## src/design/bbpa_pkg.sv

```systemverilog
package bbpa_pkg;

	// Pool geometry. Both counts are powers of two, so a bank and a slot form
	// a store address by concatenation.
	localparam int NUM_BANKS = 16;
	localparam int PER_BANK  = 16;

	localparam int ID_W   = 8;
	localparam int BANK_W = $clog2(NUM_BANKS);
	localparam int SLOT_W = $clog2(PER_BANK);
	localparam int CNT_W  = SLOT_W + 1;
	localparam int ADDR_W = BANK_W + SLOT_W;
	localparam int DEPTH  = NUM_BANKS * PER_BANK;

	// Request modes.
	localparam logic MODE_TAKE = 1'b0;
	localparam logic MODE_GIVE = 1'b1;

	typedef struct packed {
		logic            mode;
		logic [ID_W-1:0] buffer_id;
	} in_item_t;

	typedef struct packed {
		logic            granted;
		logic [ID_W-1:0] granted_id;
		logic            error;
	} out_item_t;

	// Commands from the controller to the datapath.
	typedef struct packed {
		logic capture;
		logic look;
		logic deliver;
	} ctrl_cmd_t;

	// Status from the datapath to the controller.
	typedef struct packed {
		logic out_free;
	} dp_status_t;

endpackage

```

## src/design/bbpa_ctrl.sv

```systemverilog
module bbpa_ctrl import bbpa_pkg::*; (
	input  logic       clk,
	input  logic       arst_n,
	input  logic       in_valid,
	output logic       in_stall,
	input  dp_status_t status,
	output ctrl_cmd_t  cmd
);

	localparam logic [1:0] ST_IDLE = 2'd0;
	localparam logic [1:0] ST_LOOK = 2'd1;
	localparam logic [1:0] ST_FIN  = 2'd2;

	logic [1:0] state_q;
	logic [1:0] state_d;

	// Next state and commands.
	always_comb begin
		state_d     = state_q;
		cmd.capture = 1'b0;
		cmd.look    = 1'b0;
		cmd.deliver = 1'b0;
		in_stall    = 1'b1;
		case (state_q)
			ST_IDLE: begin
				in_stall = 1'b0;
				if (in_valid) begin
					cmd.capture = 1'b1;
					state_d     = ST_LOOK;
				end
			end
			ST_LOOK: begin
				cmd.look = 1'b1;
				state_d  = ST_FIN;
			end
			ST_FIN: begin
				if (status.out_free) begin
					cmd.deliver = 1'b1;
					state_d     = ST_IDLE;
				end
			end
			default: begin
				state_d = ST_IDLE;
			end
		endcase
	end

	// State register.
	always_ff @(posedge clk or negedge arst_n) begin
		if (!arst_n) begin
			state_q <= ST_IDLE;
		end else begin
			state_q <= state_d;
		end
	end

endmodule

```

## src/design/bbpa_datapath.sv

```systemverilog
module bbpa_datapath import bbpa_pkg::*; (
	input  logic       clk,
	input  logic       arst_n,
	input  ctrl_cmd_t  cmd,
	output dp_status_t status,
	input  in_item_t   in_data,
	output logic       out_valid,
	input  logic       out_stall,
	output out_item_t  out_data
);

	// Captured request.
	logic            mode_q;
	logic [ID_W-1:0] id_q;

	// Bank bookkeeping.
	logic [BANK_W-1:0] tp_q;
	logic [SLOT_W-1:0] head_q  [NUM_BANKS];
	logic [CNT_W-1:0]  count_q [NUM_BANKS];

	// Buffer store, its written marks and the registered read.
	logic [ID_W-1:0]   store_q [DEPTH];
	logic [DEPTH-1:0]  vld_q;
	logic [ID_W-1:0]   rd_data_q;
	logic              rd_vld_q;
	logic [ADDR_W-1:0] rd_addr_q;

	// Result held between lookup and delivery, and the output register.
	logic      granted_q;
	logic      error_q;
	logic      out_valid_q;
	out_item_t out_q;

	logic [ID_W-1:0]   home;
	logic              home_ok;
	logic [BANK_W-1:0] sel_bank;
	logic [SLOT_W-1:0] hd;
	logic [CNT_W-1:0]  cnt;
	logic [SLOT_W-1:0] wr_slot;
	logic [ADDR_W-1:0] mem_addr;
	logic              take_hit;
	logic              give_ok;
	logic              mem_we;
	logic [ID_W-1:0]   grant_value;

	// Bank selection and the decision for the captured request.
	always_comb begin
		home     = id_q >> SLOT_W;
		home_ok  = home < ID_W'(NUM_BANKS);
		sel_bank = (mode_q == MODE_GIVE) ? home[BANK_W-1:0] : tp_q;
		hd       = head_q[sel_bank];
		cnt      = count_q[sel_bank];
		wr_slot  = hd + cnt[SLOT_W-1:0];
		take_hit = (mode_q == MODE_TAKE) && (cnt != '0);
		give_ok  = (mode_q == MODE_GIVE) && home_ok && (cnt < CNT_W'(PER_BANK));
		mem_addr = (mode_q == MODE_GIVE) ? {sel_bank, wr_slot} : {sel_bank, hd};
		mem_we   = cmd.look && give_ok;
	end

	// Request capture on an input transfer.
	always_ff @(posedge clk) begin
		if (cmd.capture) begin
			mode_q <= in_data.mode;
			id_q   <= in_data.buffer_id;
		end
	end

	// Round-robin pointer and per-bank head and count.
	always_ff @(posedge clk or negedge arst_n) begin
		if (!arst_n) begin
			tp_q <= '0;
			for (int k = 0; k < NUM_BANKS; k++) begin
				head_q[k]  <= '0;
				count_q[k] <= CNT_W'(PER_BANK);
			end
		end else if (cmd.look) begin
			if (mode_q == MODE_TAKE) begin
				tp_q <= (tp_q == BANK_W'(NUM_BANKS - 1)) ? '0 : tp_q + 1'b1;
			end
			if (take_hit) begin
				head_q[sel_bank]  <= hd + 1'b1;
				count_q[sel_bank] <= cnt - 1'b1;
			end else if (give_ok) begin
				count_q[sel_bank] <= cnt + 1'b1;
			end
		end
	end

	// Store array with a registered read port.
	always_ff @(posedge clk) begin
		if (mem_we) begin
			store_q[mem_addr] <= id_q;
		end
		if (cmd.look) begin
			rd_data_q <= store_q[mem_addr];
			rd_addr_q <= mem_addr;
		end
	end

	// Written marks: an entry never written reads back as its own address.
	always_ff @(posedge clk or negedge arst_n) begin
		if (!arst_n) begin
			vld_q    <= '0;
			rd_vld_q <= 1'b0;
		end else if (cmd.look) begin
			if (mem_we) begin
				vld_q[mem_addr] <= 1'b1;
			end
			rd_vld_q <= vld_q[mem_addr];
		end
	end

	// Outcome flags of the lookup.
	always_ff @(posedge clk) begin
		if (cmd.look) begin
			granted_q <= take_hit;
			error_q   <= (mode_q == MODE_GIVE) && !give_ok;
		end
	end

	assign grant_value = rd_vld_q ? rd_data_q : ID_W'(rd_addr_q);

	// Output register.
	always_ff @(posedge clk or negedge arst_n) begin
		if (!arst_n) begin
			out_valid_q <= 1'b0;
		end else if (cmd.deliver) begin
			out_valid_q <= 1'b1;
		end else if (!out_stall) begin
			out_valid_q <= 1'b0;
		end
	end

	always_ff @(posedge clk) begin
		if (cmd.deliver) begin
			out_q.granted    <= granted_q;
			out_q.granted_id <= granted_q ? grant_value : '0;
			out_q.error      <= error_q;
		end
	end

	assign status.out_free = !out_valid_q || !out_stall;
	assign out_valid       = out_valid_q;
	assign out_data        = out_q;

endmodule

```

## src/design/banked_buffer_pool_allocator.sv

```systemverilog
// Channel | Handshake            | Payload
// --------+----------------------+-------------------------------------
// in      | in_valid / in_stall   | in_data  : mode, buffer_id
// out     | out_valid / out_stall | out_data : granted, granted_id, error
//
// Each request passes through the transfer, a bank lookup that issues the store
// access, and a final step in which the registered store read is loaded into
// the output register. A new request is taken while the last result waits.
// Reset is immediate: every bank is full and the store needs no clearing pass,
// as an entry never written reads back its own address.
// A stalled output holds the finished request in its final step until it drains.
module banked_buffer_pool_allocator import bbpa_pkg::*; (
	input  logic      clk,
	input  logic      arst_n,
	input  logic      in_valid,
	output logic      in_stall,
	input  in_item_t  in_data,
	output logic      out_valid,
	input  logic      out_stall,
	output out_item_t out_data
);

	ctrl_cmd_t  cmd;
	dp_status_t status;

	bbpa_ctrl u_ctrl (
		.clk      (clk),
		.arst_n   (arst_n),
		.in_valid (in_valid),
		.in_stall (in_stall),
		.status   (status),
		.cmd      (cmd)
	);

	bbpa_datapath u_datapath (
		.clk       (clk),
		.arst_n    (arst_n),
		.cmd       (cmd),
		.status    (status),
		.in_data   (in_data),
		.out_valid (out_valid),
		.out_stall (out_stall),
		.out_data  (out_data)
	);

	// One request at a time: after an input transfer the input is stalled.
	a_one_at_a_time: assert property (@(posedge clk) disable iff (!arst_n)
		(in_valid && !in_stall) |=> in_stall)
		else $error("input taken while a request is in progress");

	// A result never both grants and flags an error.
	a_grant_xor_error: assert property (@(posedge clk) disable iff (!arst_n)
		out_valid |-> !(out_data.granted && out_data.error))
		else $error("result both granted and in error");

	// A result without a grant carries a zero id.
	a_zero_id: assert property (@(posedge clk) disable iff (!arst_n)
		(out_valid && !out_data.granted) |-> (out_data.granted_id == '0))
		else $error("non-zero id without a grant");

	// A result does not follow an input transfer at once: the lookup comes between.
	a_latency: assert property (@(posedge clk) disable iff (!arst_n)
		(in_valid && !in_stall && (!out_valid || !out_stall)) |=> !out_valid)
		else $error("result appeared too early");

endmodule
```

## config.mk

```make
export PLATFORM = sky130hd
export DESIGN_NAME = banked_buffer_pool_allocator
export DESIGN_NICKNAME = d
export VERILOG_FILES = /design/src/design/bbpa_pkg.sv /design/src/design/bbpa_ctrl.sv /design/src/design/bbpa_datapath.sv /design/src/design/banked_buffer_pool_allocator.sv
export SDC_FILE = /design/constraint.sdc
export NUM_CORES = 2
export LEC_CHECK = 0
export ABC_AREA = 1
export BUFFER_PORTS_ARGS = -buffer_cell sky130_fd_sc_hd__buf_4
export CAP_MARGIN = 20
export CORE_MARGIN = 3
export CORE_UTILIZATION = 40
export DETAILED_ROUTE_END_ITERATION = 10
export PLACE_DENSITY_LB_ADDON = 0.12
export SETUP_SLACK_MARGIN = 0.05
export SYNTH_ARGS = -nofsm -noshare
export SYNTH_HDL_FRONTEND = slang
export SYNTH_SLANG_ARGS = --single-unit
```

## constraint.sdc

```tcl
create_clock -name clk -period 7 [get_ports clk]
set_clock_uncertainty 0.1 [all_clocks]
set_input_delay 1.4 -clock clk [delete_from_list [all_inputs] [get_ports clk]]
set_output_delay 1.4 -clock clk [all_outputs]
set_load 0.005 [all_outputs]
```

==> metrics.md <==
| Metric | Value |
|---|---|
| Setup crit end kind | register |
| CTS root buf | clkbuf_16 |
| Worst Tran Pin Value | 1.396 ns |
| Reg clk slew, reported paths | 0.06 ns |
| Dpl hpwl | 180.0 mm |
| Largest family of logic cells by synthesized area | simple AND/OR/NAND/NOR gates |
| Multi-input gate area | between 0.02 and 0.025 mm2 |
| Worst min path class | reg -> reg |
| Initial antenna violation count | 10 |
| Routability Congestion | 0.8713 |
| GRT Total Usage | 23.83% |
| CTS Buf Count | 282 |
| Total Nets Final | 8566 |
| Detail Route Antenna Nets | 0 |
| DR vias | 65140 |
| Via density | 5.400 |
| Total core area | 0.2468 mm2 |
| Max transition margin | between 6 and 7% |
| Worst Path Class, Setup | reg -> reg |
| Minimum clock period | 6.425 ns |
| Number of global-route vias before repair | roughly 63000 |
| Critical Path AT | between 6 and 7 ns |
| CTS sink cnt | 2493 |
| First-pass iteration count of the detailed router | 6 |
| FF/Latch Area | 0.07284 mm2 |
| Starting Density | 40.39% |
| First-iteration detailed-routing DRC count | 6828 |
| Worst EP required | approximately 7.5 ns |
| Standard-cell rows | roughly 180 |
| Compound-cell area share of the yosys netlist | 4.749% |
| Setup-failing EPs final | 0 |
| Yosys reg bits | around 2500 |
| Run status | complete, no violations |
| Simple logic cell fraction of the synthesized area | between 10% and 20% |
| TritonCTS clock tree | done |
| Clk_lat worst skew | a little over 0.9 ns |
| Die Y | about 500 um |
| Residual DRC | 0 |
| Postcts setup bufs | 0 |
| Clock Tree Buf Depth | 4 |
| # resized after CTS | 0 |
| Setup TNS | 0 ns |
| Max-cap violations | 0 |
| Distinct cell type count after synthesis | 42 |
| Fraction of layout cells with a size suffix above 1 | 11.61% |
| Synth Area per Inst | 11.70 um2 |
| DRT Wirelength | 308.7 mm |
| PortBufs | 24 |
| Most frequent cells in the layout | nand2_1, edfxtp_1, dfrtp_1 |
| Peak Freq | 155.7 MHz |
| GR Overflow Total | 0 |
| Largest net degree at the start of global routing | 158 |
| Mapped Cells | approximately 8500 |
| Fillers | 22660 |
| Post-synth net total | ~8500 |
| Register area share after synthesis | 73.05% |
| Crit path max fanout | 40 |
| Die width | 505.3 um |
| Post-Syn Area | 0.09971 mm2 |
| Adder-cell share of the synthesized area | 0.1004% |
| Commonest non-fill, non-tap cell in the layout | nand2_1 |
| First-pass GRT wire length | 450.6 mm |
| Pins Over Slew Limit | 0 |
| Post-Synth XOR/XNOR Area | 0.08784% |
| Routed len/inst | around 26 um |
| Fin. Hold Viols | 0 |
| RSZ-0062 raised after global routing | no |
| Post-synthesis mux area share | 0% |
| H-Tree Depth | 5 |
| Die area | between 0.2 and 0.3 mm2 |
| CTS Hold Bufs | 0 |
| Ports | 25 |
| Setup crit start kind | register |
| Layout area overhead | 13.94% |
| Number of warnings issued by yosys | 0 |
| Final Cycle Share | roughly nine tenths |
==> registers in the layout, summed over array words and instances, names as in the netlist, named ones only <==
| register | flops |
|---|---|
| u_datapath.store_q | 2048 |
| u_datapath.count_q | 64 |
| u_datapath.rd_data_q | 8 |
| u_datapath.id_q | 8 |
| u_ctrl.state_q | 2 |
| u_datapath.rd_vld_q | 1 |
| u_datapath.granted_q | 1 |
| u_datapath.out_valid | 1 |
| u_datapath.mode_q | 1 |
| u_datapath.rd_addr_q | 8 |
| u_datapath.error_q | 1 |
| u_datapath.head_q | 64 |
| u_datapath.vld_q | 256 |
| u_datapath.out_data | 10 |
| u_datapath.tp_q | 4 |
==> logic make-up (layout without fill, tap and decap cells) <==
kind of cell	after synthesis	after routing
AND/OR/NAND/NOR	4559	4559
flip-flops	2493	2493
AO/OA/AOI/OAI	751	751
buffers and inverters	699	928
XOR/XNOR	10	10
adder cells (fa/ha/maj)	8	8
other	0	2
==> final timing paths <==
path	start	slack [ns]	end	cells past startpoint
max	u_datapath.mode_q	0.58	u_datapath.store_q[216][7]	21
min	u_datapath.error_q	0.32	u_datapath.out_data[0]	0
max reg2reg	u_datapath.mode_q	0.58	u_datapath.store_q[216][7]	21
min reg2reg	u_datapath.error_q	0.32	u_datapath.out_data[0]	0
max in group asynchronous	arst_n	4.88	u_datapath.vld_q[173]	2
min in group asynchronous	arst_n	0.45	u_datapath.head_q[22]	1
==> metal layers <==
layer / track usage (%) / routed length (um)
met5: 0 / 0
met4: 5.807 / 7203
met3: 4.348 / 21570
met2: 36.49 / 139800
met1: 35.18 / 140200
==> synth_stat cells (all sizes together) <==
cell    count  area (um2)
nand2    3316       12530
edfxtp   2085       62610
nor2      570        2242
dfrtp     392        9809
buf       371        1922
a22oi     368        2763
nand4     347        2177
o21ai     339        1715
inv       242       910.9
nand3     178       895.9
or2       142       888.4
clkbuf     85       319.1
o22ai      21       131.4
a21oi      20       100.1
dfstp      16       420.4
xor2        9       78.83
ha          8       100.1
nand3b      4       30.03
a31o        1       8.760
and2        1       6.260
clkinv      1       3.750
nor3        1       16.27
o211ai      1       7.510
o221ai      1       8.760
xnor2       1       8.760
==> cell type report <==
type,instances,share of cell area [%]
clock inverters,114,0.9119
well taps,3312,3.648
repair buffers,197,1.796
flip-flops and latches,2493,64.12
clock buffers,374,6.832
diodes,2,0.004406
multi-input cells,5328,21.88
inverters,243,0.8139
==> through the flow <==
step	worst slack (ns)	std cells	util, %	hold slack [ns]	instance area, um2
2_1_floorplan	-0.04149	8520	-	0.3003	100900
3_3_place_gp	0.2160	11570	42.42	0.3258	104700
3_5_place_dp	0.6582	11570	42.44	0.3077	104800
4_1_cts	0.6511	12060	46.00	0.3241	113600
5_1_grt	0.2519	12060	46.02	0.3471	113600
6_report	0.5753	12060	46.02	0.3196	113600
==> critical path, stage by stage, from the launching register on <==
cell and delay (ns):
edfxtp_1 0.46, inv_4 0.21, nand2_4 0.17, nand2_4 0.46
nor2_4 0.10, inv_2 0.29, o22ai_1 0.13, o21ai_1 0.16
nand4_1 0.22, inv_2 0.38, ha_4 0.22, nand2_1 0.05
inv_1 0.07, nand3_2 0.09, nand2_1 0.10, nand2_1 0.06
nand3_1 0.11, nand2_4 0.30, nor2_4 0.29, buf_4 0.56
nand2_4 0.73, nor2_2 0.66
Power is not shown: default switching activity piles up to over one toggle a cycle in this logic, so the estimate is an artifact.
